<file path="src/hdl/tclp_pkg.sv">
// Shared types and constants for the text command line parser.
// No dependencies; the framer, queue, parser and top level refer to it by scoped names.
package tclp_pkg;

    // Special bytes of the framing and parsing
    localparam logic [7:0] C_NUL   = 8'h00;
    localparam logic [7:0] C_LF    = 8'h0A;
    localparam logic [7:0] C_CR    = 8'h0D;
    localparam logic [7:0] C_COMMA = 8'h2C;
    localparam logic [7:0] C_ZERO  = 8'h30;
    localparam logic [7:0] C_NINE  = 8'h39;

    // Result frame kinds
    localparam logic [2:0] KIND_CMD   = 3'd0;
    localparam logic [2:0] KIND_SERVO = 3'd1;
    localparam logic [2:0] KIND_DIAG  = 3'd2;
    localparam logic [2:0] KIND_BAD   = 3'd3;
    localparam logic [2:0] KIND_LONG  = 3'd4;

    // Servo channel codes and angle limits
    localparam logic [1:0]  CHAN_G      = 2'd0;
    localparam logic [1:0]  CHAN_T      = 2'd1;
    localparam logic [1:0]  CHAN_B      = 2'd2;
    localparam logic [11:0] ANGLE_MAX_B = 12'd360;
    localparam logic [11:0] ANGLE_MAX   = 12'd270;

    // Input item on the byte channel
    typedef struct packed {
        logic [7:0] rx_byte;
    } t_rx_item;

    // Result item on the frame channel
    typedef struct packed {
        logic [2:0]  frame_kind;
        logic [31:0] seq_number;
        logic [3:0]  command_code;
        logic [1:0]  servo_channel;
        logic [8:0]  servo_angle;
    } t_result;

    // Token passed from the framer to the parser
    typedef enum logic [1:0] {
        TK_CHAR,    // content byte
        TK_FIN,     // NUL: end of content
        TK_END,     // newline of a kept line
        TK_LONG     // newline of a dropped line
    } t_tok_kind;

    typedef struct packed {
        t_tok_kind  kind;
        logic       cr_before;  // a held carriage return precedes this byte
        logic [7:0] value;
    } t_token;

    // Queue status seen by both sides
    typedef struct packed {
        logic empty;
        logic full;
    } t_q_status;

    // Parser phases
    typedef enum logic [4:0] {
        PH_START,
        PH_C_M, PH_C_D, PH_C_COMMA,
        PH_S_E, PH_S_R, PH_S_V, PH_S_O, PH_S_COMMA,
        PH_D_I, PH_D_A, PH_D_G, PH_D_COMMA,
        PH_SEQ0_CMD, PH_SEQ0_SRV, PH_SEQ0_DIAG,
        PH_SEQ_CMD, PH_SEQ_SRV, PH_SEQ_DIAG,
        PH_LETTER, PH_CMD_END,
        PH_CHAN, PH_CHAN_COMMA,
        PH_ANG0, PH_ANG,
        PH_DONE_CMD, PH_DONE_SRV, PH_DONE_DIAG
    } t_phase;

endpackage

</file>
<file path="src/hdl/tclp_stream_if.sv">
// Valid/ready stream interface used for the byte and result channels.
// Payload type is a parameter; depends on nothing else.
interface tclp_stream_if #(
    parameter type T = logic
) ();
    logic valid;
    logic ready;
    T     data;

    modport source (output valid, output data, input ready);
    modport sink   (input valid, input data, output ready);
endinterface

</file>
<file path="src/hdl/tclp_back.sv">
// Parser: consumes tokens, tracks the frame grammar and builds the result item.
// Holds the output register. Depends on tclp_pkg and tclp_stream_if.
module tclp_back (
    input  logic                i_clk,
    input  logic                i_rst_n,
    input  tclp_pkg::t_token    i_token,
    input  tclp_pkg::t_q_status i_status,
    output logic                o_pop,
    tclp_stream_if.source       o_res
);
    tclp_pkg::t_phase  r_phase, n_phase;
    logic              r_err, n_err;
    logic [31:0]       r_seq, n_seq;
    logic [8:0]        r_ang, n_ang;
    logic [3:0]        r_dir, n_dir;
    logic [1:0]        r_chan, n_chan;
    logic              r_out_valid;
    tclp_pkg::t_result r_res, n_res;

    logic        line_end;
    logic        slot_free;
    logic        active;
    logic        digit;
    logic [3:0]  d;
    logic [35:0] seq_next;
    logic [11:0] ang_next;
    logic [11:0] ang_limit;
    logic [4:0]  dir_hit;
    logic [2:0]  chan_hit;
    logic [7:0]  c;

    // Direction letter to {hit, code}
    function automatic logic [4:0] dir_lookup(input logic [7:0] ch);
        logic [4:0] r;
        unique case (ch)
            "F":     r = {1'b1, 4'd0};
            "B":     r = {1'b1, 4'd1};
            "L":     r = {1'b1, 4'd2};
            "R":     r = {1'b1, 4'd3};
            "S":     r = {1'b1, 4'd4};
            "U":     r = {1'b1, 4'd5};
            "D":     r = {1'b1, 4'd6};
            "H":     r = {1'b1, 4'd7};
            "E":     r = {1'b1, 4'd8};
            "C":     r = {1'b1, 4'd9};
            "Q":     r = {1'b1, 4'd10};
            default: r = 5'd0;
        endcase
        return r;
    endfunction

    // Servo channel letter to {hit, code}
    function automatic logic [2:0] chan_lookup(input logic [7:0] ch);
        logic [2:0] r;
        unique case (ch)
            "G":     r = {1'b1, tclp_pkg::CHAN_G};
            "T":     r = {1'b1, tclp_pkg::CHAN_T};
            "B":     r = {1'b1, tclp_pkg::CHAN_B};
            default: r = 3'd0;
        endcase
        return r;
    endfunction

    assign c         = i_token.value;
    assign line_end  = (i_token.kind == tclp_pkg::TK_END) ||
                       (i_token.kind == tclp_pkg::TK_LONG);
    assign slot_free = !r_out_valid || o_res.ready;
    assign o_pop     = !i_status.empty && (!line_end || slot_free);

    assign digit     = (c >= tclp_pkg::C_ZERO) && (c <= tclp_pkg::C_NINE);
    assign d         = digit ? 4'(c - tclp_pkg::C_ZERO) : 4'd0;
    assign seq_next  = ({4'd0, r_seq} << 3) + ({4'd0, r_seq} << 1) + 36'(d);
    assign ang_next  = ({3'd0, r_ang} << 3) + ({3'd0, r_ang} << 1) + 12'(d);
    assign ang_limit = (r_chan == tclp_pkg::CHAN_B) ? tclp_pkg::ANGLE_MAX_B
                                                    : tclp_pkg::ANGLE_MAX;
    assign dir_hit   = dir_lookup(c);
    assign chan_hit  = chan_lookup(c);
    assign active    = !r_err && (r_phase < tclp_pkg::PH_DONE_CMD);

    // Next phase and accumulators
    always_comb begin
        n_phase = r_phase;
        n_err   = r_err;
        n_seq   = r_seq;
        n_ang   = r_ang;
        n_dir   = r_dir;
        n_chan  = r_chan;
        if (o_pop) begin
            unique case (i_token.kind)
                tclp_pkg::TK_END, tclp_pkg::TK_LONG: begin
                    n_phase = tclp_pkg::PH_START;
                    n_err   = 1'b0;
                    n_seq   = '0;
                    n_ang   = '0;
                    n_dir   = '0;
                    n_chan  = '0;
                end
                tclp_pkg::TK_FIN: begin
                    if (active) begin
                        if (i_token.cr_before) begin
                            n_err = 1'b1;
                        end else begin
                            unique case (r_phase)
                                tclp_pkg::PH_CMD_END:  n_phase = tclp_pkg::PH_DONE_CMD;
                                tclp_pkg::PH_ANG:      n_phase = tclp_pkg::PH_DONE_SRV;
                                tclp_pkg::PH_SEQ_DIAG: n_phase = tclp_pkg::PH_DONE_DIAG;
                                default:               n_err   = 1'b1;
                            endcase
                        end
                    end
                end
                tclp_pkg::TK_CHAR: begin
                    if (active) begin
                        if (i_token.cr_before) begin
                            n_err = 1'b1;
                        end else begin
                            unique case (r_phase)
                                tclp_pkg::PH_START: begin
                                    if (c == "C") begin
                                        n_phase = tclp_pkg::PH_C_M;
                                    end else if (c == "S") begin
                                        n_phase = tclp_pkg::PH_S_E;
                                    end else if (c == "D") begin
                                        n_phase = tclp_pkg::PH_D_I;
                                    end else begin
                                        n_err = 1'b1;
                                    end
                                end
                                tclp_pkg::PH_C_M: begin
                                    if (c == "M") n_phase = tclp_pkg::PH_C_D;
                                    else n_err = 1'b1;
                                end
                                tclp_pkg::PH_C_D: begin
                                    if (c == "D") n_phase = tclp_pkg::PH_C_COMMA;
                                    else n_err = 1'b1;
                                end
                                tclp_pkg::PH_C_COMMA: begin
                                    if (c == tclp_pkg::C_COMMA) n_phase = tclp_pkg::PH_SEQ0_CMD;
                                    else n_err = 1'b1;
                                end
                                tclp_pkg::PH_S_E: begin
                                    if (c == "E") n_phase = tclp_pkg::PH_S_R;
                                    else n_err = 1'b1;
                                end
                                tclp_pkg::PH_S_R: begin
                                    if (c == "R") n_phase = tclp_pkg::PH_S_V;
                                    else n_err = 1'b1;
                                end
                                tclp_pkg::PH_S_V: begin
                                    if (c == "V") n_phase = tclp_pkg::PH_S_O;
                                    else n_err = 1'b1;
                                end
                                tclp_pkg::PH_S_O: begin
                                    if (c == "O") n_phase = tclp_pkg::PH_S_COMMA;
                                    else n_err = 1'b1;
                                end
                                tclp_pkg::PH_S_COMMA: begin
                                    if (c == tclp_pkg::C_COMMA) n_phase = tclp_pkg::PH_SEQ0_SRV;
                                    else n_err = 1'b1;
                                end
                                tclp_pkg::PH_D_I: begin
                                    if (c == "I") n_phase = tclp_pkg::PH_D_A;
                                    else n_err = 1'b1;
                                end
                                tclp_pkg::PH_D_A: begin
                                    if (c == "A") n_phase = tclp_pkg::PH_D_G;
                                    else n_err = 1'b1;
                                end
                                tclp_pkg::PH_D_G: begin
                                    if (c == "G") n_phase = tclp_pkg::PH_D_COMMA;
                                    else n_err = 1'b1;
                                end
                                tclp_pkg::PH_D_COMMA: begin
                                    if (c == tclp_pkg::C_COMMA) n_phase = tclp_pkg::PH_SEQ0_DIAG;
                                    else n_err = 1'b1;
                                end
                                tclp_pkg::PH_SEQ0_CMD, tclp_pkg::PH_SEQ0_SRV,
                                tclp_pkg::PH_SEQ0_DIAG: begin
                                    if (digit) begin
                                        n_seq = 32'(d);
                                        unique case (r_phase)
                                            tclp_pkg::PH_SEQ0_CMD:
                                                n_phase = tclp_pkg::PH_SEQ_CMD;
                                            tclp_pkg::PH_SEQ0_SRV:
                                                n_phase = tclp_pkg::PH_SEQ_SRV;
                                            default:
                                                n_phase = tclp_pkg::PH_SEQ_DIAG;
                                        endcase
                                    end else begin
                                        n_err = 1'b1;
                                    end
                                end
                                tclp_pkg::PH_SEQ_CMD, tclp_pkg::PH_SEQ_SRV,
                                tclp_pkg::PH_SEQ_DIAG: begin
                                    if (digit) begin
                                        // reject a number that overflows 32 bits
                                        if (seq_next[35:32] != 4'd0) begin
                                            n_err = 1'b1;
                                        end else begin
                                            n_seq = seq_next[31:0];
                                        end
                                    end else if (c == tclp_pkg::C_COMMA &&
                                                 r_phase == tclp_pkg::PH_SEQ_CMD) begin
                                        n_phase = tclp_pkg::PH_LETTER;
                                    end else if (c == tclp_pkg::C_COMMA &&
                                                 r_phase == tclp_pkg::PH_SEQ_SRV) begin
                                        n_phase = tclp_pkg::PH_CHAN;
                                    end else begin
                                        n_err = 1'b1;
                                    end
                                end
                                tclp_pkg::PH_LETTER: begin
                                    if (dir_hit[4]) begin
                                        n_dir   = dir_hit[3:0];
                                        n_phase = tclp_pkg::PH_CMD_END;
                                    end else begin
                                        n_err = 1'b1;
                                    end
                                end
                                tclp_pkg::PH_CHAN: begin
                                    if (chan_hit[2]) begin
                                        n_chan  = chan_hit[1:0];
                                        n_phase = tclp_pkg::PH_CHAN_COMMA;
                                    end else begin
                                        n_err = 1'b1;
                                    end
                                end
                                tclp_pkg::PH_CHAN_COMMA: begin
                                    if (c == tclp_pkg::C_COMMA) n_phase = tclp_pkg::PH_ANG0;
                                    else n_err = 1'b1;
                                end
                                tclp_pkg::PH_ANG0: begin
                                    if (digit) begin
                                        n_ang   = 9'(d);
                                        n_phase = tclp_pkg::PH_ANG;
                                    end else begin
                                        n_err = 1'b1;
                                    end
                                end
                                tclp_pkg::PH_ANG: begin
                                    if (digit && ang_next <= ang_limit) begin
                                        n_ang = ang_next[8:0];
                                    end else begin
                                        n_err = 1'b1;
                                    end
                                end
                                default: n_err = 1'b1;
                            endcase
                        end
                    end
                end
                default: n_err = r_err;
            endcase
        end
    end

    // Result built from the state at the end of a line
    always_comb begin
        n_res = '0;
        if (i_token.kind == tclp_pkg::TK_LONG) begin
            n_res.frame_kind = tclp_pkg::KIND_LONG;
        end else if (r_err) begin
            n_res.frame_kind = tclp_pkg::KIND_BAD;
        end else begin
            unique case (r_phase)
                tclp_pkg::PH_CMD_END, tclp_pkg::PH_DONE_CMD: begin
                    n_res.frame_kind   = tclp_pkg::KIND_CMD;
                    n_res.seq_number   = r_seq;
                    n_res.command_code = r_dir;
                end
                tclp_pkg::PH_ANG, tclp_pkg::PH_DONE_SRV: begin
                    n_res.frame_kind    = tclp_pkg::KIND_SERVO;
                    n_res.seq_number    = r_seq;
                    n_res.servo_channel = r_chan;
                    n_res.servo_angle   = r_ang;
                end
                tclp_pkg::PH_SEQ_DIAG, tclp_pkg::PH_DONE_DIAG: begin
                    n_res.frame_kind = tclp_pkg::KIND_DIAG;
                    n_res.seq_number = r_seq;
                end
                default: n_res.frame_kind = tclp_pkg::KIND_BAD;
            endcase
        end
    end

    // Parse state
    always_ff @(posedge i_clk) begin
        if (!i_rst_n) begin
            r_phase <= tclp_pkg::PH_START;
            r_err   <= 1'b0;
            r_seq   <= '0;
            r_ang   <= '0;
            r_dir   <= '0;
            r_chan  <= '0;
        end else begin
            r_phase <= n_phase;
            r_err   <= n_err;
            r_seq   <= n_seq;
            r_ang   <= n_ang;
            r_dir   <= n_dir;
            r_chan  <= n_chan;
        end
    end

    // Output register: load on a line end, drop valid once taken
    always_ff @(posedge i_clk) begin
        if (!i_rst_n) begin
            r_out_valid <= 1'b0;
        end else if (o_pop && line_end) begin
            r_out_valid <= 1'b1;
        end else if (o_res.ready) begin
            r_out_valid <= 1'b0;
        end
    end

    always_ff @(posedge i_clk) begin
        if (o_pop && line_end) begin
            r_res <= n_res;
        end
    end

    assign o_res.valid = r_out_valid;
    assign o_res.data  = r_res;

    a_line_clears: assert property (@(posedge i_clk) disable iff (!i_rst_n)
        (o_pop && line_end) |=> (r_phase == tclp_pkg::PH_START) && !r_err &&
                                (r_seq == '0))
        else $error("parse state not cleared after line end");

    a_code_only_cmd: assert property (@(posedge i_clk) disable iff (!i_rst_n)
        (r_out_valid && r_res.frame_kind != tclp_pkg::KIND_CMD) |->
            (r_res.command_code == '0))
        else $error("command code set on a non-command frame");

    a_angle_limit: assert property (@(posedge i_clk) disable iff (!i_rst_n)
        (r_out_valid && r_res.frame_kind == tclp_pkg::KIND_SERVO) |->
            ((r_res.servo_channel == tclp_pkg::CHAN_B) ?
                (12'(r_res.servo_angle) <= tclp_pkg::ANGLE_MAX_B) :
                (12'(r_res.servo_angle) <= tclp_pkg::ANGLE_MAX)))
        else $error("servo angle over its limit");

    a_bad_zero: assert property (@(posedge i_clk) disable iff (!i_rst_n)
        (r_out_valid && (r_res.frame_kind == tclp_pkg::KIND_BAD ||
                         r_res.frame_kind == tclp_pkg::KIND_LONG)) |->
            (r_res.seq_number == '0))
        else $error("sequence number on a rejected frame");

endmodule

</file>
<file path="src/flat_wrapper.sv">
// flat-port wrapper written by rule: the top's interface ports become plain ports
module tclp_back_flat 
  (i_clk, i_rst_n, i_token, i_status, o_pop, o_res_valid, o_res_data, o_res_ready);
  tclp_stream_if o_res_i ();
  input  logic i_clk;
  input  logic i_rst_n;
  input  tclp_pkg::t_token i_token;
  input  tclp_pkg::t_q_status i_status;
  output logic o_pop;
  output wire logic [$bits(o_res_i.valid)-1:0] o_res_valid;
  output wire logic [$bits(o_res_i.data)-1:0] o_res_data;
  input wire logic [$bits(o_res_i.ready)-1:0] o_res_ready;
  assign o_res_valid = o_res_i.valid;
  assign o_res_data = o_res_i.data;
  assign o_res_i.ready = o_res_ready;
  tclp_back u_core (.i_clk(i_clk), .i_rst_n(i_rst_n), .i_token(i_token), .i_status(i_status), .o_pop(o_pop), .o_res(o_res_i));
endmodule
</file>
<file path="config.mk">
export PLATFORM = sky130hd
export DESIGN_NAME = tclp_back_flat
export DESIGN_NICKNAME = d
export VERILOG_FILES = /design/src/hdl/tclp_pkg.sv /design/src/hdl/tclp_stream_if.sv /design/src/hdl/tclp_back.sv /design/src/flat_wrapper.sv
export SDC_FILE = /design/constraint.sdc
export NUM_CORES = 1
export LEC_CHECK = 0
export BUFFER_PORTS_ARGS = -buffer_cell sky130_fd_sc_hd__buf_2
export CORE_ASPECT_RATIO = 0.7
export CORE_MARGIN = 1
export CORE_UTILIZATION = 27
export CTS_BUF_LIST = sky130_fd_sc_hd__clkbuf_4 sky130_fd_sc_hd__clkbuf_8
export DETAILED_ROUTE_END_ITERATION = 12
export PLACE_DENSITY = 0.41
export SKIP_CTS_REPAIR_TIMING = 1
export SYNTH_ARGS = -nofsm -noshare
export SYNTH_HDL_FRONTEND = slang
export SYNTH_SLANG_ARGS = --single-unit
</file>
<file path="constraint.sdc">
create_clock -name i_clk -period 15 [get_ports i_clk]
set_clock_uncertainty 0.1 [all_clocks]
set_input_delay 3 -clock i_clk [delete_from_list [all_inputs] [get_ports i_clk]]
set_output_delay 3 -clock i_clk [all_outputs]
set_load 0.02 [all_outputs]
</file>
==> qor.yml <==
outcome:
  status: "complete, no violations"
placement:
  pre_cts_slack_ns: 6.246
  gp_congestion: 0.8322
  dp.cells: 1171
  place_area_um2: 6883
  dp_hpwl_um: 15770
  io_buffers: 17
setup_path:
  critPathKind: "in2reg"
  max_stage_delay_ns: 0.94
  arrival_ns: 8.50
  cpMostUsedCell: "and3_1"
  critPathLaunchType: "primary input"
  crit_path_start: "i_token[1]"
  end_kind: "register"
  cp.required_ns: 15.14
  r2r_cells: 14
  cp-endpoint: "u_core.r_seq[29]"
  crit_chain: "buf_2 -> o21ai_0 -> and3_1 -> nand2_1 -> xnor2_1 -> ha_1 -> inv_1 -> fa_1 -> nor2b_1 -> o31a_1 -> o2111ai_1 -> and3_1 -> o32ai_2 -> nand4_1 -> a2111oi_4 -> buf_4 -> nor3_1 -> a311o_1"
  cpMaxStageDelayCell: "a2111oi_4"
  reg2reg_from: "u_core.r_seq[0]"
  rrSetupSlack_ns: 10.04
  worstReg2RegEnd: "u_core.r_seq[29]"
  critPathMaxFanout: 16
sta:
  holdWs_ns: 0.3999
  tns_ns: 0
  timing.final.crit_share: 0.5572
  setup_viol: 0
  worst_pin_slew_ns: 1.094
  rsz0062_at_grt: "no"
  fin_ws_ns: 6.643
  slew_headroom: 0.2660
  finalMaxSlewViolations: 0
  hold_violations: 0
  final.min_clock_period_ns: 8.357
  max_freq_mhz: 119.7
synthesis:
  synth_edf_count: 1
  ys_types: 72
  syn_nets: 977
  ys.flop_type: "dfxtp_1"
  ys_warn_count: 0
  syn_inst: 873
  syn_area_um2: 6507
  yosys_register_bits: 51
  syn_avg_cell_area_um2: 7.454
  async_flop_share: 0
  seq_area_frac_synth: 0.1584
cells_and_area:
  final_nets: 964
  fin_cells: 1179
  multiInputGateArea_um2: 5185
  utilization: 0.2949
  syn_to_final_growth_pct: 7.133
  seqCellArea_um2: 1031
  final_area_um2: 6972
  layout-drive-gt1-share: 0.06620
  nFillCells: 2581
  antenna_cells: 0
hold_path:
  min_path_type: "reg2reg"
  hold_depth: 2
  min_from: "u_core.r_chan[0]"
global_route:
  use_met3: 0.03460
  grt_usage: 0.1712
  busiest_layer: "met1"
  grt_pass1_wl_um: 33690
  grt_remaining_overflow: 0
  grt_max_degree: 89
  grt_pass1_vias: 5787
  use_met2: 0.2091
  met1_usage: 0.2885
  grt_antenna_before_repair: 0
power:
  powerDensity_nw_per_um2: 41.21
  ir_worst_vdd_mv: 0.03025
  power_leakage_nw: 3.097
  power_mw: 0.2873
floorplan:
  die_area_um2: 24740
  pin_count: 19
  fp.dieW_um: 187.6
  start_util: 0.2753
  core_area_um2: 23640
  fp-row-count: 47
  die_h_um: 131.9
clock_tree:
  cts.path.max_buffers: 2
  numCtsBuffers: 5
  cts-root-buf: "clkbuf_8"
  worstSkewPairLatency_ns: 0.36
  htreeDepth: 2
  path_clk_slew_ns: 0.12
  cts_sinks: 51
  cts_tree: "yes"
routing:
  num_vias: 6359
  antenna_left: 0
  drt_iter0_markers: 519
  drt-wirelength-per-cell_um: 17.74
  wl_um: 20920
  drc: 0
  first_pass_iters: 4
  via_per_inst: 5.394
job:
  drv_cap: 0
==> metal layers <==
metal / share of wire / routed length, µm
met5: 0 / 0
met4: 0.0079 / 165
met3: 0.044 / 916
met2: 0.36 / 7461
met1: 0.59 / 12380
==> how the worst min path moves through the flow <==
stage | to
global placement | u_core.r_chan[0]
global route | u_core.r_ang[7]
CTS | u_core.r_chan[0]
floorplan | u_core.r_chan[0]
finish | u_core.r_chan[0]
detailed placement | u_core.r_chan[0]
==> layout make-up <==
type | count | share of cell area
Clock buffer | 6 | 0.01095
Clock inverter | 2 | 0.001795
Inverter | 23 | 0.01238
Multi-Input combinational cell | 749 | 0.7437
Sequential cell | 51 | 0.1479
Tap cell | 318 | 0.05707
Timing Repair Buffer | 30 | 0.02620
==> report_power, final <==
group	switching, mW	internal [mW]
sequential	0.000631	0.137
combinational	0.0373	0.0162
clock	0.0615	0.0348
total	0.0994	0.188
==> synth_stat cells (all sizes together) (7+ instances only) <==
library cell / count / area share
xor2: 15 / 0.020
a21o: 19 / 0.022
dfxtp: 50 / 0.15
mux2i: 17 / 0.026
o311ai: 8 / 0.011
buf: 11 / 0.0094
nor2: 75 / 0.043
nand2b: 20 / 0.019
nor3: 44 / 0.034
or3: 12 / 0.012
nor4: 13 / 0.012
nor3b: 8 / 0.0092
ha: 86 / 0.17
inv: 23 / 0.013
o21ai: 44 / 0.034
xnor2: 18 / 0.024
nand4: 21 / 0.020
or2: 8 / 0.0077
o21a: 11 / 0.013
a21oi: 52 / 0.040
a311o: 23 / 0.035
a2111oi: 8 / 0.017
nor2b: 13 / 0.012
nand3: 29 / 0.022
a31oi: 7 / 0.0067
clkbuf: 39 / 0.022
a211oi: 8 / 0.0092
nand2: 92 / 0.053
and2: 8 / 0.0077
o31ai: 10 / 0.012
==> placed cells by master, fill, tap and decap left out, types with 8 or more instances in the layout <==
cell type / netlist / final
nor2_1: 75 / 74
a21o_1: 19 / 19
o31ai_1: 10 / 10
nor3_1: 44 / 44
buf_2: 4 / 17
a311o_1: 23 / 23
xnor2_1: 18 / 18
nand2b_1: 20 / 20
o311ai_0: 8 / 8
o21ai_0: 41 / 40
xor2_1: 15 / 15
and2_1: 8 / 8
nand4_1: 21 / 21
mux2i_1: 17 / 17
nor3b_1: 8 / 8
nor2b_1: 13 / 13
nor4_1: 13 / 13
nand2_1: 92 / 92
ha_1: 86 / 86
a211oi_1: 8 / 8
a21oi_1: 52 / 52
inv_1: 23 / 23
or3_1: 12 / 12
nand3_1: 29 / 29
buf_4: 0 / 13
dfxtp_1: 50 / 50
o21a_1: 11 / 11
==> cells by family (layout without fill, tap and decap cells) <==
| group | after synthesis | after routing | synth area share |
|---|---|---|---|
| multiplexers | 17 | 17 | 0.02615 |
| buffers and inverters | 73 | 61 | 0.04518 |
| AND/OR/NAND/NOR | 364 | 364 | 0.2788 |
| XOR/XNOR | 33 | 33 | 0.04441 |
| flip-flops | 51 | 51 | 0.1584 |
| AO/OA/AOI/OAI | 247 | 247 | 0.2755 |
| adder cells (fa/ha/maj) | 88 | 88 | 0.1715 |
==> registers in the layout (all words and copies together), names as in the netlist <==
signal and count:
u_core.r_seq 32, u_core.o_res.data 1, u_core.r_ang 9, u_core.r_err 1
u_core.r_phase 5, u_core.r_chan 2, u_core.o_res.valid 1
==> worst max-delay path, delay by kind of cell <==
kind / cells / cell delay, ns
buffers and inverters: 3 / 0.63
AND/OR/NAND/NOR: 6 / 1.67
XOR/XNOR: 1 / 0.17
AO/OA/AOI/OAI: 6 / 2.29
adder cells (fa/ha/maj): 2 / 0.73
Power figures use the tool's default switching activity.
