===== config.mk =====
export PLATFORM = sky130hd
export DESIGN_NAME = tclp_queue
export DESIGN_NICKNAME = d
export VERILOG_FILES = /design/src/hdl/tclp_pkg.sv /design/src/hdl/tclp_queue.sv
export SDC_FILE = /design/constraint.sdc
export NUM_CORES = 1
export LEC_CHECK = 0
export ABC_AREA = 1
export BUFFER_PORTS_ARGS = -buffer_cell sky130_fd_sc_hd__buf_2
export CAP_MARGIN = 20
export CORE_MARGIN = 2
export CORE_UTILIZATION = 45
export CTS_CLUSTER_SIZE = 28
export DETAILED_ROUTE_END_ITERATION = 8
export GPL_TIMING_DRIVEN = 0
export HOLD_SLACK_MARGIN = 0.15
export PLACE_DENSITY_LB_ADDON = 0.2
export SLEW_MARGIN = 20
export SYNTH_ARGS = -nofsm -noshare
export SYNTH_HDL_FRONTEND = slang
export SYNTH_SLANG_ARGS = --single-unit

===== constraint.sdc =====
create_clock -name i_clk -period 3.4 [get_ports i_clk]
set_clock_uncertainty 0.1 [all_clocks]
set_input_delay 0.17 -clock i_clk [delete_from_list [all_inputs] [get_ports i_clk]]
set_output_delay 0.17 -clock i_clk [all_outputs]
set_load 0.03 [all_outputs]

===== src/hdl/tclp_pkg.sv =====
// Shared types and constants for the text command line parser.
// No dependencies; the framer, queue, parser and top level refer to it by scoped names.
package tclp_pkg;

    // Special bytes of the framing and parsing
    localparam logic [7:0] C_NUL   = 8'h00;
    localparam logic [7:0] C_LF    = 8'h0A;
    localparam logic [7:0] C_CR    = 8'h0D;
    localparam logic [7:0] C_COMMA = 8'h2C;
    localparam logic [7:0] C_ZERO  = 8'h30;
    localparam logic [7:0] C_NINE  = 8'h39;

    // Result frame kinds
    localparam logic [2:0] KIND_CMD   = 3'd0;
    localparam logic [2:0] KIND_SERVO = 3'd1;
    localparam logic [2:0] KIND_DIAG  = 3'd2;
    localparam logic [2:0] KIND_BAD   = 3'd3;
    localparam logic [2:0] KIND_LONG  = 3'd4;

    // Servo channel codes and angle limits
    localparam logic [1:0]  CHAN_G      = 2'd0;
    localparam logic [1:0]  CHAN_T      = 2'd1;
    localparam logic [1:0]  CHAN_B      = 2'd2;
    localparam logic [11:0] ANGLE_MAX_B = 12'd360;
    localparam logic [11:0] ANGLE_MAX   = 12'd270;

    // Input item on the byte channel
    typedef struct packed {
        logic [7:0] rx_byte;
    } t_rx_item;

    // Result item on the frame channel
    typedef struct packed {
        logic [2:0]  frame_kind;
        logic [31:0] seq_number;
        logic [3:0]  command_code;
        logic [1:0]  servo_channel;
        logic [8:0]  servo_angle;
    } t_result;

    // Token passed from the framer to the parser
    typedef enum logic [1:0] {
        TK_CHAR,    // content byte
        TK_FIN,     // NUL: end of content
        TK_END,     // newline of a kept line
        TK_LONG     // newline of a dropped line
    } t_tok_kind;

    typedef struct packed {
        t_tok_kind  kind;
        logic       cr_before;  // a held carriage return precedes this byte
        logic [7:0] value;
    } t_token;

    // Queue status seen by both sides
    typedef struct packed {
        logic empty;
        logic full;
    } t_q_status;

    // Parser phases
    typedef enum logic [4:0] {
        PH_START,
        PH_C_M, PH_C_D, PH_C_COMMA,
        PH_S_E, PH_S_R, PH_S_V, PH_S_O, PH_S_COMMA,
        PH_D_I, PH_D_A, PH_D_G, PH_D_COMMA,
        PH_SEQ0_CMD, PH_SEQ0_SRV, PH_SEQ0_DIAG,
        PH_SEQ_CMD, PH_SEQ_SRV, PH_SEQ_DIAG,
        PH_LETTER, PH_CMD_END,
        PH_CHAN, PH_CHAN_COMMA,
        PH_ANG0, PH_ANG,
        PH_DONE_CMD, PH_DONE_SRV, PH_DONE_DIAG
    } t_phase;

endpackage


===== src/hdl/tclp_queue.sv =====
// Short token queue between the framer and the parser.
// Register array with read and write pointers. Depends on tclp_pkg.
module tclp_queue #(
    parameter int DEPTH = 4
) (
    input  logic                i_clk,
    input  logic                i_rst_n,
    input  logic                i_push,
    input  tclp_pkg::t_token    i_token,
    input  logic                i_pop,
    output tclp_pkg::t_token    o_token,
    output tclp_pkg::t_q_status o_status
);
    localparam int PTR_W = (DEPTH > 1) ? $clog2(DEPTH) : 1;
    localparam int CNT_W = $clog2(DEPTH + 1);

    tclp_pkg::t_token r_mem [DEPTH];
    logic [PTR_W-1:0] r_wr, r_rd;
    logic [CNT_W-1:0] r_count;

    assign o_token         = r_mem[r_rd];
    assign o_status.empty  = (r_count == '0);
    assign o_status.full   = (r_count == CNT_W'(DEPTH));

    // Store the pushed token
    always_ff @(posedge i_clk) begin
        if (i_push) begin
            r_mem[r_wr] <= i_token;
        end
    end

    // Advance pointers and count
    always_ff @(posedge i_clk) begin
        if (!i_rst_n) begin
            r_wr    <= '0;
            r_rd    <= '0;
            r_count <= '0;
        end else begin
            if (i_push) begin
                r_wr <= (r_wr == PTR_W'(DEPTH - 1)) ? '0 : r_wr + PTR_W'(1);
            end
            if (i_pop) begin
                r_rd <= (r_rd == PTR_W'(DEPTH - 1)) ? '0 : r_rd + PTR_W'(1);
            end
            if (i_push && !i_pop) begin
                r_count <= r_count + CNT_W'(1);
            end else if (i_pop && !i_push) begin
                r_count <= r_count - CNT_W'(1);
            end
        end
    end

    a_count_bound: assert property (@(posedge i_clk) disable iff (!i_rst_n)
        r_count <= CNT_W'(DEPTH))
        else $error("queue count beyond depth");

    a_no_pop_empty: assert property (@(posedge i_clk) disable iff (!i_rst_n)
        i_pop |-> r_count != '0)
        else $error("pop from empty queue");

    a_no_push_full: assert property (@(posedge i_clk) disable iff (!i_rst_n)
        (i_push && !i_pop) |-> r_count != CNT_W'(DEPTH))
        else $error("push into full queue");

endmodule


==> results_tabular.tex, run 1 <==
\begin{tabular}{lr}
\hline
Metric & Value \\
\hline
\multicolumn{2}{l}{\textbf{Die}} \\
\quad Effective utilization at floorplan & 47.3\% \\
\quad Standard-cell row count & 24 \\
\quad Height of the die & 72.1 um \\
\quad Core footprint & 0.00441 mm2 \\
\quad X dimension of the die & about 72 um \\
\quad I/O pin total & 28 \\
\quad Floorplan die area & 0.00520 mm2 \\
\multicolumn{2}{l}{\textbf{Clocking}} \\
\quad Level count of the clock H-tree & 2 \\
\quad Clock tree from TritonCTS & built \\
\quad Clk Latency, worst-skew pair & 300 ps \\
\quad CTS buffer count & 5 \\
\quad CTS max path bufs & 2 \\
\quad Post CTS Setup Buffer Count & 0 \\
\quad Clock sink count & 53 \\
\quad Clk Tree Root Cell & sky130\_fd\_sc\_hd\_\_clkbuf\_8 \\
\quad Clock-pin slew on the worst setup and hold paths & 90 ps \\
\multicolumn{2}{l}{\textbf{Detailed routing}} \\
\quad DRC marker count from the first detailed-route iteration & 108 \\
\quad Number of routed nets with antenna violations & 0 \\
\quad Vias after detailed routing & 1399 \\
\quad Sum of routed wire length over all layers & 4200 um \\
\quad Total iterations of the first detailed-routing run & 4 \\
\quad DRC & 0 \\
\quad Wire length per cell & 15.7 um \\
\quad Via density & 5.24 \\
\multicolumn{2}{l}{\textbf{Final layout}} \\
\quad Final design area excluding fillers & 0.00253 mm2 \\
\quad Share of final-layout standard cells stronger than drive strength 1 & between 10\% and 20\% \\
\quad Footprint of the multi-input gates & approximately 490 um2 \\
\quad Total of fill cells in the finished design & about 370 \\
\quad Final-stage net count & about 240 \\
\quad Post-synthesis to final-layout area growth & 21.4\% \\
\quad Most used cells in the layout excluding fill and tap cells & 44 x sky130\_fd\_sc\_hd\_\_edfxtp\_1, 30 x sky130\_fd\_sc\_hd\_\_nor2\_1, 29 x sky130\_fd\_sc\_hd\_\_buf\_2, 19 x sky130\_fd\_sc\_hd\_\_o21ai\_1, 14 x sky130\_fd\_sc\_hd\_\_dlygate4sd3\_1 \\
\quad Reg area & 0.00150 mm2 \\
\quad Antenna Diode Count & 0 \\
\quad Most common library cell in the layout ignoring fill and taps & sky130\_fd\_sc\_hd\_\_edfxtp\_1 \\
\multicolumn{2}{l}{\textbf{Placed design}} \\
\quad Placement Cell Area & roughly 0.0023 mm2 \\
\quad Placer congestion estimate & 0.683 \\
\quad Worst setup slack before clock tree synthesis & 1850 ps \\
\quad Post-DP HPWL & about 2800 um \\
\quad Port Buffer Count & 27 \\
\multicolumn{2}{l}{\textbf{Min path}} \\
\quad Startpoint of the most critical hold path & r\_wr[1] \\
\quad Hold Path Sink & r\_wr[1] \\
\quad HP Class & reg -> reg \\
\quad Hold path depth & 2 \\
\multicolumn{2}{l}{\textbf{STA}} \\
\quad Summed negative setup slack over all endpoints & 0 ps \\
\quad Number of hold violations in the final report & 0 \\
\quad Slew at the pin closest to its max-slew limit & 524 ps \\
\quad Relative slew slack & 65.0\% \\
\quad Pins over their slew limit & 0 \\
\quad Final setup margin & 1620 ps \\
\quad Final critical-path share of the clock period & between 50\% and 60\% \\
\quad Unrepaired setup endpoints after global routing & false \\
\quad Maximum achievable frequency & 563 MHz \\
\quad Fin crit period & 1780 ps \\
\quad Setup-violating endpoint count in the final report & 0 \\
\multicolumn{2}{l}{\textbf{Global route}} \\
\quad Number of global-route vias before repair & 1498 \\
\quad Total congestion overflow after global routing & 0 \\
\quad Global routing usage summed across all routing layers & 17.9\% \\
\quad First-pass GRT wire length & between 6000 and 7000 um \\
\quad Antenna violations before repair & 0 \\
\quad Largest net degree at the start of global routing & 16 \\
\multicolumn{2}{l}{\textbf{Flow run}} \\
\quad Maximum capacitance violations & 0 \\
\multicolumn{2}{l}{\textbf{Setup path}} \\
\quad Worst endpoint data arrival time & 1880 ps \\
\quad Number of cell instances on the worst register-to-register path & 3 \\
\quad Critical Path Source Type & input pin \\
\quad FF-to-FF End & r\_mem[3][4] \\
\quad Reg-to-reg critical path startpoint & r\_wr[0] \\
\quad Critical path data required time & 3510 ps \\
\quad Register-to-Register Setup Slack & 1900 ps \\
\quad Sort of element at the end of the critical path & flip-flop \\
\quad Biggest fanout along the worst timing path & 4 \\
\quad Path type of the worst setup path & in -> reg \\
\multicolumn{2}{l}{\textbf{Synthesis}} \\
\quad YS warnings & 0 \\
\quad Synth Register Bits & between 50 and 60 \\
\quad Unique masters post-synth & 19 \\
\quad Async set-reset flop share out of synthesis & 0\% \\
\quad Post-synthesis net count & 188 \\
\quad Avg Cell Area, Syn & 12.6 um2 \\
\quad Cell count after synthesis & around 170 \\
\quad Cell Area, Synth & 0.00209 mm2 \\
\quad EDFF count, synth & 44 \\
\quad Share of the yosys chip area belonging to registers & 71.9\% \\
\quad Predominant post-synthesis flop cell & sky130\_fd\_sc\_hd\_\_edfxtp\_1 \\
\multicolumn{2}{l}{\textbf{Power}} \\
\quad Peak ir drop on the vdd network & 0.285 mV \\
\quad Power density normalized to cell area & 543 mW/mm2 \\
\quad P\_leak & 0.00100 uW \\
\multicolumn{2}{l}{\textbf{Status}} \\
\quad Status & completed \\
\hline
\end{tabular}
==> timing repair <==
action / 4_1_cts / 5_1_grt
hold buffers: 14 / 0
endpoints found under the hold margin: 53 / 0
gates resized for setup: 0 / 0
==> synthesized netlist by cell type, types with 2 or more instances <==
master / instances / area share, %
sky130_fd_sc_hd__o21ai_0: 6 / 1.4
sky130_fd_sc_hd__nand2_1: 8 / 1.4
sky130_fd_sc_hd__nor2_1: 30 / 5.4
sky130_fd_sc_hd__inv_1: 12 / 2.2
sky130_fd_sc_hd__inv_2: 3 / 0.54
sky130_fd_sc_hd__o22ai_1: 11 / 3.3
sky130_fd_sc_hd__nor3_1: 4 / 0.96
sky130_fd_sc_hd__o21ai_1: 19 / 4.6
sky130_fd_sc_hd__dfxtp_1: 9 / 8.6
sky130_fd_sc_hd__edfxtp_1: 44 / 63
sky130_fd_sc_hd__a21oi_1: 3 / 0.72
sky130_fd_sc_hd__ha_1: 6 / 3.6
sky130_fd_sc_hd__buf_4: 4 / 1.4
sky130_fd_sc_hd__buf_2: 2 / 0.48
==> kinds of logic (layout without fill, tap and decap cells) <==
kind of cell / after synthesis / count (layout) / synth area share [%]
flops: 53 / 53 / 71.9
simple gates: 44 / 44 / 8.33
compound gates: 39 / 39 / 10.0
buf+inv: 22 / 71 / 4.79
fa+ha+maj: 7 / 7 / 4.55
xor+xnor: 1 / 1 / 0.419
==> sequential cells by signal, summed over array words and instances, names as in the netlist, named ones only <==
signal	cells
r_mem	44
r_count	3
r_wr	2
r_rd	2
==> where the power goes <==
part	switching [uW]	internal, uW
clock network	189	217
registers	16.6	737
logic	143	73.4
total	348	1030
==> per-stage QoR <==
step | instances | hold WS, ps | power [uW] | utilization (%)
floorplan | 166 | 169 | 903 | -
detailed placement | 245 | 288 | 974 | 51.8
global route | 267 | 471 | 1430 | 57.4
global placement | 245 | 279 | 963 | 51.8
finish | 267 | 438 | 1380 | 57.4
CTS | 267 | 442 | 1390 | 57.4
==> worst max path at each step <==
stage,slack (ps),cells past startpoint,end,start
finish,1620,12,r_count[2],i_pop
global route,1470,11,r_count[2],i_pop
CTS,1630,12,r_count[2],i_pop
detailed placement,1850,11,r_count[2],i_pop
global placement,1930,3,r_mem[3][7],r_wr[0]
floorplan,2030,3,o_token[0],flip-flop
==> critical path, stage by stage <==
cell and delay, ps:
sky130_fd_sc_hd__dlygate4sd3_1 530, sky130_fd_sc_hd__buf_2 130, sky130_fd_sc_hd__inv_2 60, sky130_fd_sc_hd__ha_1 170, sky130_fd_sc_hd__inv_1 80, sky130_fd_sc_hd__fa_1 390
sky130_fd_sc_hd__inv_1 70, sky130_fd_sc_hd__nand2_1 70, sky130_fd_sc_hd__nand3_1 80, sky130_fd_sc_hd__nand2_1 60, sky130_fd_sc_hd__inv_1 50, sky130_fd_sc_hd__nor2_1 40
==> per-layer routing <==
layer	track usage (%)	routed length [um]	vias to the layer above
met3	3.33	170	8
met2	33.1	2300	33
li1	-	-	680
met5	0	0	-
met4	6.50	64	0
met1	20.4	1670	678
==> final cells by class <==
cell class                 count  area share, %
buffer                         6           1.58
clock buffer                   6           2.86
clock inverter                 2           1.33
inverter                      16           2.37
multi-input combinational     91           19.2
sequential                    53           59.2
tap                           52           2.57
timing repair buffer          41           10.9
No activity file was read; power rests on OpenSTA's default activity.
==> inputs of run 2 (changes only) <==
Clock period 3.4 ns to 1.7 ns, I/O delays scaled along.
==> run 2 against run 1 <==
  * Flip-flop and latch count stayed put
  * Via count barely moved
  * Power is 100% higher
  * Global-route usage stayed put
  * Count of clock-buffer cells in the layout unchanged
  * Setup slack lost 1500 ps
  * Critical path depth decreased by 1
  * Final cell count unchanged
  * Die area is the same
  * Non-clock buffer count unchanged
  * Clock power is 100% higher
  * Largest power group unchanged
  * Highest routed layer unchanged
==> results_tabular.tex, run 2 (same netlist as run 1, synthesis figures left out) <==
\begin{tabular}{lr}
\hline
Metric & Value \\
\hline
\multicolumn{2}{l}{\textbf{Setup path}} \\
\quad Cell family with the largest share of critical-path delay & buffers and inverters \\
\quad Critical Path Source Type & input pin \\
\quad Buf+Inv Stages, Crit Path & 5 \\
\quad Delay of the slowest cell on the worst path & between 500 and 600 ps \\
\quad Chain of cells forming the critical path & dlygate4sd3\_1 > buf\_2 > ha\_4 > inv\_2 > fa\_2 > inv\_1 > nand2\_1 > nand3\_1 > nand2\_1 > inv\_1 > nor2\_1 \\
\quad Critical path data required time & 1810 ps \\
\quad Path type of the worst setup path & in -> reg \\
\quad CP max-delay cell & sky130\_fd\_sc\_hd\_\_dlygate4sd3\_1 \\
\quad Biggest fanout along the worst timing path & 6 \\
\quad Worst endpoint data arrival time & between 1500 and 2000 ps \\
\quad Sort of element at the end of the critical path & flip-flop \\
\multicolumn{2}{l}{\textbf{STA}} \\
\quad Relative slew slack & 64.8\% \\
\quad Pins over their slew limit & 0 \\
\quad Slew at the pin closest to its max-slew limit & 528 ps \\
\quad Number of hold violations in the final report & 0 \\
\quad Maximum achievable frequency & 617 MHz \\
\quad Setup-violating endpoint count in the final report & 0 \\
\quad Worst hold slack & 429 ps \\
\quad Fin crit period & around 1600 ps \\
\quad Final critical-path share of the clock period & 95.4\% \\
\multicolumn{2}{l}{\textbf{Clocking}} \\
\quad CTS max path bufs & 2 \\
\quad Post CTS Setup Buffer Count & 0 \\
\quad Clk Latency, worst-skew pair & about 300 ps \\
\quad Clock tree from TritonCTS & built \\
\quad Clk Tree Root Cell & sky130\_fd\_sc\_hd\_\_clkbuf\_8 \\
\quad Clock sink count & 53 \\
\quad Level count of the clock H-tree & 2 \\
\quad CTS buffer count & 5 \\
\quad Clock-pin slew on the worst setup and hold paths & 90 ps \\
\multicolumn{2}{l}{\textbf{Die}} \\
\quad Effective utilization at floorplan & between 40\% and 50\% \\
\quad X dimension of the die & 72.1 um \\
\quad Floorplan die area & 0.00520 mm2 \\
\quad Core footprint & between 0.004 and 0.005 mm2 \\
\quad I/O pin total & 28 \\
\quad Standard-cell row count & 24 \\
\quad Height of the die & 72.1 um \\
\multicolumn{2}{l}{\textbf{Placed design}} \\
\quad Placement Cell Area & 0.00229 mm2 \\
\quad Port Buffer Count & 27 \\
\quad Cell count after placement & 245 \\
\quad Post-DP HPWL & around 2800 um \\
\quad Placer congestion estimate & 0.683 \\
\multicolumn{2}{l}{\textbf{Final layout}} \\
\quad Flip-flop count of the largest register, all copies and words added & 44 \\
\quad Most used cells in the layout excluding fill and tap cells & 44 x sky130\_fd\_sc\_hd\_\_edfxtp\_1, 30 x sky130\_fd\_sc\_hd\_\_nor2\_1, 27 x sky130\_fd\_sc\_hd\_\_buf\_2, 20 x sky130\_fd\_sc\_hd\_\_o21ai\_1, 14 x sky130\_fd\_sc\_hd\_\_dlygate4sd3\_1 \\
\quad Most common library cell in the layout ignoring fill and taps & sky130\_fd\_sc\_hd\_\_edfxtp\_1 \\
\quad Largest reg by FF count & r\_mem \\
\quad Non-filler instance count after layout & 267 \\
\quad Antenna Diode Count & 0 \\
\quad Regs by FF count & r\_mem: 44 flops, r\_count: 3 flops \\
\quad Total of fill cells in the finished design & $\sim$370 \\
\quad Final design area excluding fillers & 0.00256 mm2 \\
\quad Post-synthesis to final-layout area growth & 22.8\% \\
\quad Final-stage net count & 236 \\
\quad Share of final-layout standard cells stronger than drive strength 1 & 21.9\% \\
\multicolumn{2}{l}{\textbf{Global route}} \\
\quad Number of global-route vias before repair & 1498 \\
\quad Largest net degree at the start of global routing & 16 \\
\quad Total congestion overflow after global routing & 0 \\
\quad First-pass GRT wire length & 6890 um \\
\quad Global routing usage summed across all routing layers & 17.9\% \\
\quad Antenna violations before repair & 0 \\
\multicolumn{2}{l}{\textbf{Detailed routing}} \\
\quad Wire length per cell & 15.9 um \\
\quad Via density & 5.24 \\
\quad DRC & 0 \\
\quad DRC marker count from the first detailed-route iteration & 92 \\
\quad Number of routed nets with antenna violations & 0 \\
\quad Total iterations of the first detailed-routing run & 4 \\
\quad Vias after detailed routing & 1400 \\
\quad Sum of routed wire length over all layers & 4250 um \\
\multicolumn{2}{l}{\textbf{Status}} \\
\quad Status & completed \\
\multicolumn{2}{l}{\textbf{Power}} \\
\quad Peak ir drop on the vdd network & approximately 0.59 mV \\
\quad Power density normalized to cell area & between 1000 and 1500 mW/mm2 \\
\quad P\_leak & between 0.001 and 0.0015 uW \\
\multicolumn{2}{l}{\textbf{Min path}} \\
\quad HP Class & in -> reg \\
\multicolumn{2}{l}{\textbf{Flow run}} \\
\quad Maximum capacitance violations & 0 \\
\hline
\end{tabular}
-- run 2: layout make-up --
type                       instances  area (um2)  share of cell area [%]
timing repair buffer              41         275                    10.7
multi-input combinational         91         504                    19.7
tap                               52        65.1                    2.54
inverter                          16        62.6                    2.44
buffer                             6        48.8                    1.90
sequential                        53        1500                    58.6
clock buffer                       6        72.6                    2.83
clock inverter                     2        33.8                    1.32
-- run 2: path summary, 6_finish.rpt --
kind	slack (ps)	depth (start not counted)	endpoint	start
hold reg to reg	440	2	r_wr[1]	r_wr[1]
setup / recovery	80	11	r_count[2]	i_push
hold / removal	430	2	r_mem[1][2]	i_token[2]
setup reg to reg	210	4	r_mem[0][4]	r_wr[1]
-- run 2: per-layer routing --
metal	wire length, um	track usage [%]	vias to the layer above	part of all wire, %
li1	-	-	682	-
met1	1710	20.4	683	40
met2	2340	33.1	33	55
met3	177	3.33	2	4.2
met4	23	6.50	0	0.54
met5	0	0	-	0
-- run 2: repair_timing --
item,4_1_cts,5_1_grt
hold buffers,14,0
endpoints found under the hold margin,53,0
setup endpoints to repair,0,8
resized for setup,0,11
-- run 2: where the power goes --
group | leakage (uW) | internal (uW) | total [uW] | switching (uW)
logic | 0.000470 | 157 | 446 | 290
registers | 0.000479 | 1470 | 1510 | 33.5
clock network | 0.0000528 | 435 | 816 | 381
-- run 2: stage by stage --
step                      power (uW)  setup slack, ps  utilization [%]  TNS (ps)
after global routing            2880            -6.09             58.1     -6.09
after detailed placement        1950              183             51.8         0
final                           2770             78.0             58.1         0
after global placement          1930              234             51.8         0
after floorplan                 1810              415                -         0
after CTS                       2780             16.1             57.4         0
-- run 2: worst register-to-register path, cell delays in order (launching register included) --
cell	delay, ps
sky130_fd_sc_hd__dfxtp_1	340
sky130_fd_sc_hd__inv_1	100
sky130_fd_sc_hd__ha_1	150
sky130_fd_sc_hd__nand2_1	50
sky130_fd_sc_hd__inv_1	400
==> inputs of run 3 (changes only) <==
Settings changed: CORE_UTILIZATION 45 to 25.
==> run 3 against run 2 <==
  * Clock power up 5.1%
  * Routed wire length up 1.2%
  * Power up 1.3%
  * Combinational power down 2%
  * Final cell count up 20%
  * Die area up 75%
  * Non-clock buffer count unchanged
  * Via count down 5.1%
  * Sequential share of layout area down 1.6 points
  * Register-to-register slack about the same
  * Sequential power about the same
==> results_tabular.tex, run 3 (same netlist as run 1, synthesis figures left out) <==
\begin{tabular}{lr}
\hline
Metric & Value \\
\hline
\multicolumn{2}{l}{\textbf{STA}} \\
\quad Final critical-path share of the clock period & 95.2\% \\
\quad Number of hold violations in the final report & 0 \\
\quad Pins over their slew limit & 0 \\
\quad Fin crit period & 1620 ps \\
\quad Slew at the pin closest to its max-slew limit & 511 ps \\
\quad Unrepaired setup endpoints after global routing & false \\
\quad Setup-violating endpoint count in the final report & 0 \\
\quad Worst hold slack & 423 ps \\
\quad Summed negative setup slack over all endpoints & 0 ps \\
\quad Maximum achievable frequency & 618 MHz \\
\quad Relative slew slack & approximately two thirds \\
\multicolumn{2}{l}{\textbf{Detailed routing}} \\
\quad Number of routed nets with antenna violations & 0 \\
\quad Wire length per cell & 13.4 um \\
\quad Vias after detailed routing & 1328 \\
\quad Total iterations of the first detailed-routing run & 4 \\
\quad DRC & 0 \\
\quad Via density & between 4 and 5 \\
\quad Sum of routed wire length over all layers & 4300 um \\
\quad DRC marker count from the first detailed-route iteration & 76 \\
\multicolumn{2}{l}{\textbf{Power}} \\
\quad P\_leak & 0.00100 uW \\
\quad Peak ir drop on the vdd network & $\sim$0.30 mV \\
\quad Power density normalized to cell area & 1060 mW/mm2 \\
\multicolumn{2}{l}{\textbf{Clocking}} \\
\quad Clk Latency, worst-skew pair & 300 ps \\
\quad CTS buffer count & 5 \\
\quad Level count of the clock H-tree & 2 \\
\quad CTS max path bufs & 2 \\
\quad Post CTS Setup Buffer Count & 0 \\
\quad Clock sink count & 53 \\
\quad Clock tree from TritonCTS & built \\
\quad Clock-pin slew on the worst setup and hold paths & approximately 100 ps \\
\quad Clk Tree Root Cell & sky130\_fd\_sc\_hd\_\_clkbuf\_8 \\
\multicolumn{2}{l}{\textbf{Setup path}} \\
\quad Delay of the slowest cell on the worst path & 350 ps \\
\quad Biggest fanout along the worst timing path & 10 \\
\quad Sort of element at the end of the critical path & primary output \\
\quad Worst endpoint data arrival time & 1430 ps \\
\quad Cell family with the largest share of critical-path delay & buffers and inverters \\
\quad Critical Path Source Type & flip-flop \\
\quad Number of cell instances on the worst register-to-register path & 3 \\
\quad Most used cell, CP & sky130\_fd\_sc\_hd\_\_buf\_4 \\
\quad CP max-delay cell & sky130\_fd\_sc\_hd\_\_dfxtp\_2 \\
\quad Register-to-Register Setup Slack & 200 ps \\
\quad Critical path data required time & 1510 ps \\
\quad Buf+Inv Stages, Crit Path & 3 \\
\quad Path type of the worst setup path & reg -> out \\
\quad Reg-to-reg critical path startpoint & r\_wr[0] \\
\quad FF-to-FF End & r\_mem[3][10] \\
\quad Chain of cells forming the critical path & inv\_2 > buf\_4 > nor2\_1 > o22ai\_1 > buf\_4 \\
\multicolumn{2}{l}{\textbf{Final layout}} \\
\quad Flip-flop count of the largest register, all copies and words added & 44 \\
\quad Regs by FF count & r\_mem: 44 flops, r\_count: 3 flops \\
\quad Footprint of the multi-input gates & 502 um2 \\
\quad Post-synthesis to final-layout area growth & 26.2\% \\
\quad Final-stage net count & 236 \\
\quad Most used cells in the layout excluding fill and tap cells & 44 x sky130\_fd\_sc\_hd\_\_edfxtp\_1, 30 x sky130\_fd\_sc\_hd\_\_nor2\_1, 25 x sky130\_fd\_sc\_hd\_\_buf\_2, 19 x sky130\_fd\_sc\_hd\_\_o21ai\_1, 14 x sky130\_fd\_sc\_hd\_\_dlygate4sd3\_1 \\
\quad Largest reg by FF count & r\_mem \\
\quad Share of final-layout standard cells stronger than drive strength 1 & between 20\% and 30\% \\
\quad Total of fill cells in the finished design & 851 \\
\quad Reg area & 0.00150 mm2 \\
\quad Antenna Diode Count & 0 \\
\quad Final design area excluding fillers & between 0.002 and 0.003 mm2 \\
\quad Most common library cell in the layout ignoring fill and taps & sky130\_fd\_sc\_hd\_\_edfxtp\_1 \\
\multicolumn{2}{l}{\textbf{Die}} \\
\quad Height of the die & 95.4 um \\
\quad Core footprint & roughly 0.0082 mm2 \\
\quad Standard-cell row count & 33 \\
\quad X dimension of the die & 95.4 um \\
\quad Floorplan die area & 0.00910 mm2 \\
\quad Effective utilization at floorplan & 25.5\% \\
\quad I/O pin total & 28 \\
\multicolumn{2}{l}{\textbf{Global route}} \\
\quad Antenna violations before repair & 0 \\
\quad Total congestion overflow after global routing & 0 \\
\quad Global routing usage summed across all routing layers & slightly above 10\% \\
\quad Number of global-route vias before repair & roughly 1300 \\
\quad First-pass GRT wire length & 6570 um \\
\quad Largest net degree at the start of global routing & 18 \\
\multicolumn{2}{l}{\textbf{Placed design}} \\
\quad Placer congestion estimate & between 0.7 and 0.8 \\
\quad Placement Cell Area & 0.00235 mm2 \\
\quad Port Buffer Count & 27 \\
\quad Post-DP HPWL & around 2700 um \\
\multicolumn{2}{l}{\textbf{Min path}} \\
\quad Startpoint of the most critical hold path & i\_token[4] \\
\quad Hold path depth & 2 \\
\quad Hold Path Sink & r\_mem[3][4] \\
\quad HP Class & in -> reg \\
\multicolumn{2}{l}{\textbf{Flow run}} \\
\quad Maximum capacitance violations & 0 \\
\multicolumn{2}{l}{\textbf{Status}} \\
\quad Status & completed \\
\hline
\end{tabular}
[run 3: worst register-to-register path, cell delays in order, from the launching register on]
cell and delay (ps):
sky130_fd_sc_hd__dfxtp_1 410, sky130_fd_sc_hd__ha_1 190, sky130_fd_sc_hd__nand2_1 50, sky130_fd_sc_hd__inv_1 380
[run 3: report_power, final]
| part | switching [uW] | internal (uW) | leakage, uW |
|---|---|---|---|
| combinational | 285 | 154 | 0.000471 |
| sequential | 34.0 | 1470 | 0.000479 |
| clock | 417 | 441 | 0.0000543 |
| total | 736 | 2070 | 0.00100 |
[run 3: area by class of cell]
cell class / count / share of cell area (%)
multi-input cells: 91 / 19.0
inverters: 16 / 2.28
flip-flops and latches: 53 / 57.0
plain buffers: 6 / 1.71
well taps: 105 / 4.98
clock inverters: 3 / 1.76
clock buffers: 5 / 2.61
repair buffers: 41 / 10.6
[run 3: layer usage]
metal / vias to the layer above / track usage [%] / wire length (um)
li1: 680 / - / -
met2: 27 / 16.4 / 2020
met4: 0 / 3.69 / 78
met3: 8 / 3.00 / 176
met5: - / 0 / 0
met1: 613 / 12.7 / 2020
[run 3: worst max-delay path by stage]
stage / startpoint / to / slack (ps) / cells past startpoint
after floorplan: flip-flop / o_token[0] / 420 / 3
after global placement: r_wr[0] / r_mem[3][0] / 150 / 3
after detailed placement: r_wr[0] / r_mem[3][7] / 150 / 3
after CTS: flip-flop / o_token[8] / 4 / 4
after global routing: flip-flop / o_token[8] / 3 / 5
final: flip-flop / o_token[8] / 80 / 5
[run 3: through the flow]
step | std cells | total power, uW | setup WS, ps | util (%)
floorplan | 166 | 1810 | 415 | -
global placement | 298 | 1940 | 149 | 28.8
detailed placement | 298 | 1950 | 154 | 28.8
CTS | 320 | 2830 | 4.32 | 32.0
global route | 320 | 2930 | 3.35 | 32.2
finish | 320 | 2810 | 81.9 | 32.2
[run 3: what timing repair did]
| item | in CTS | in global routing |
|---|---|---|
| gates resized for setup | 1 | 7 |
| endpoints found under the setup margin | 2 | 8 |
| endpoints found under the hold margin | 53 | 0 |
| gates cloned | 0 | 0 |
| hold buffers | 14 | 0 |
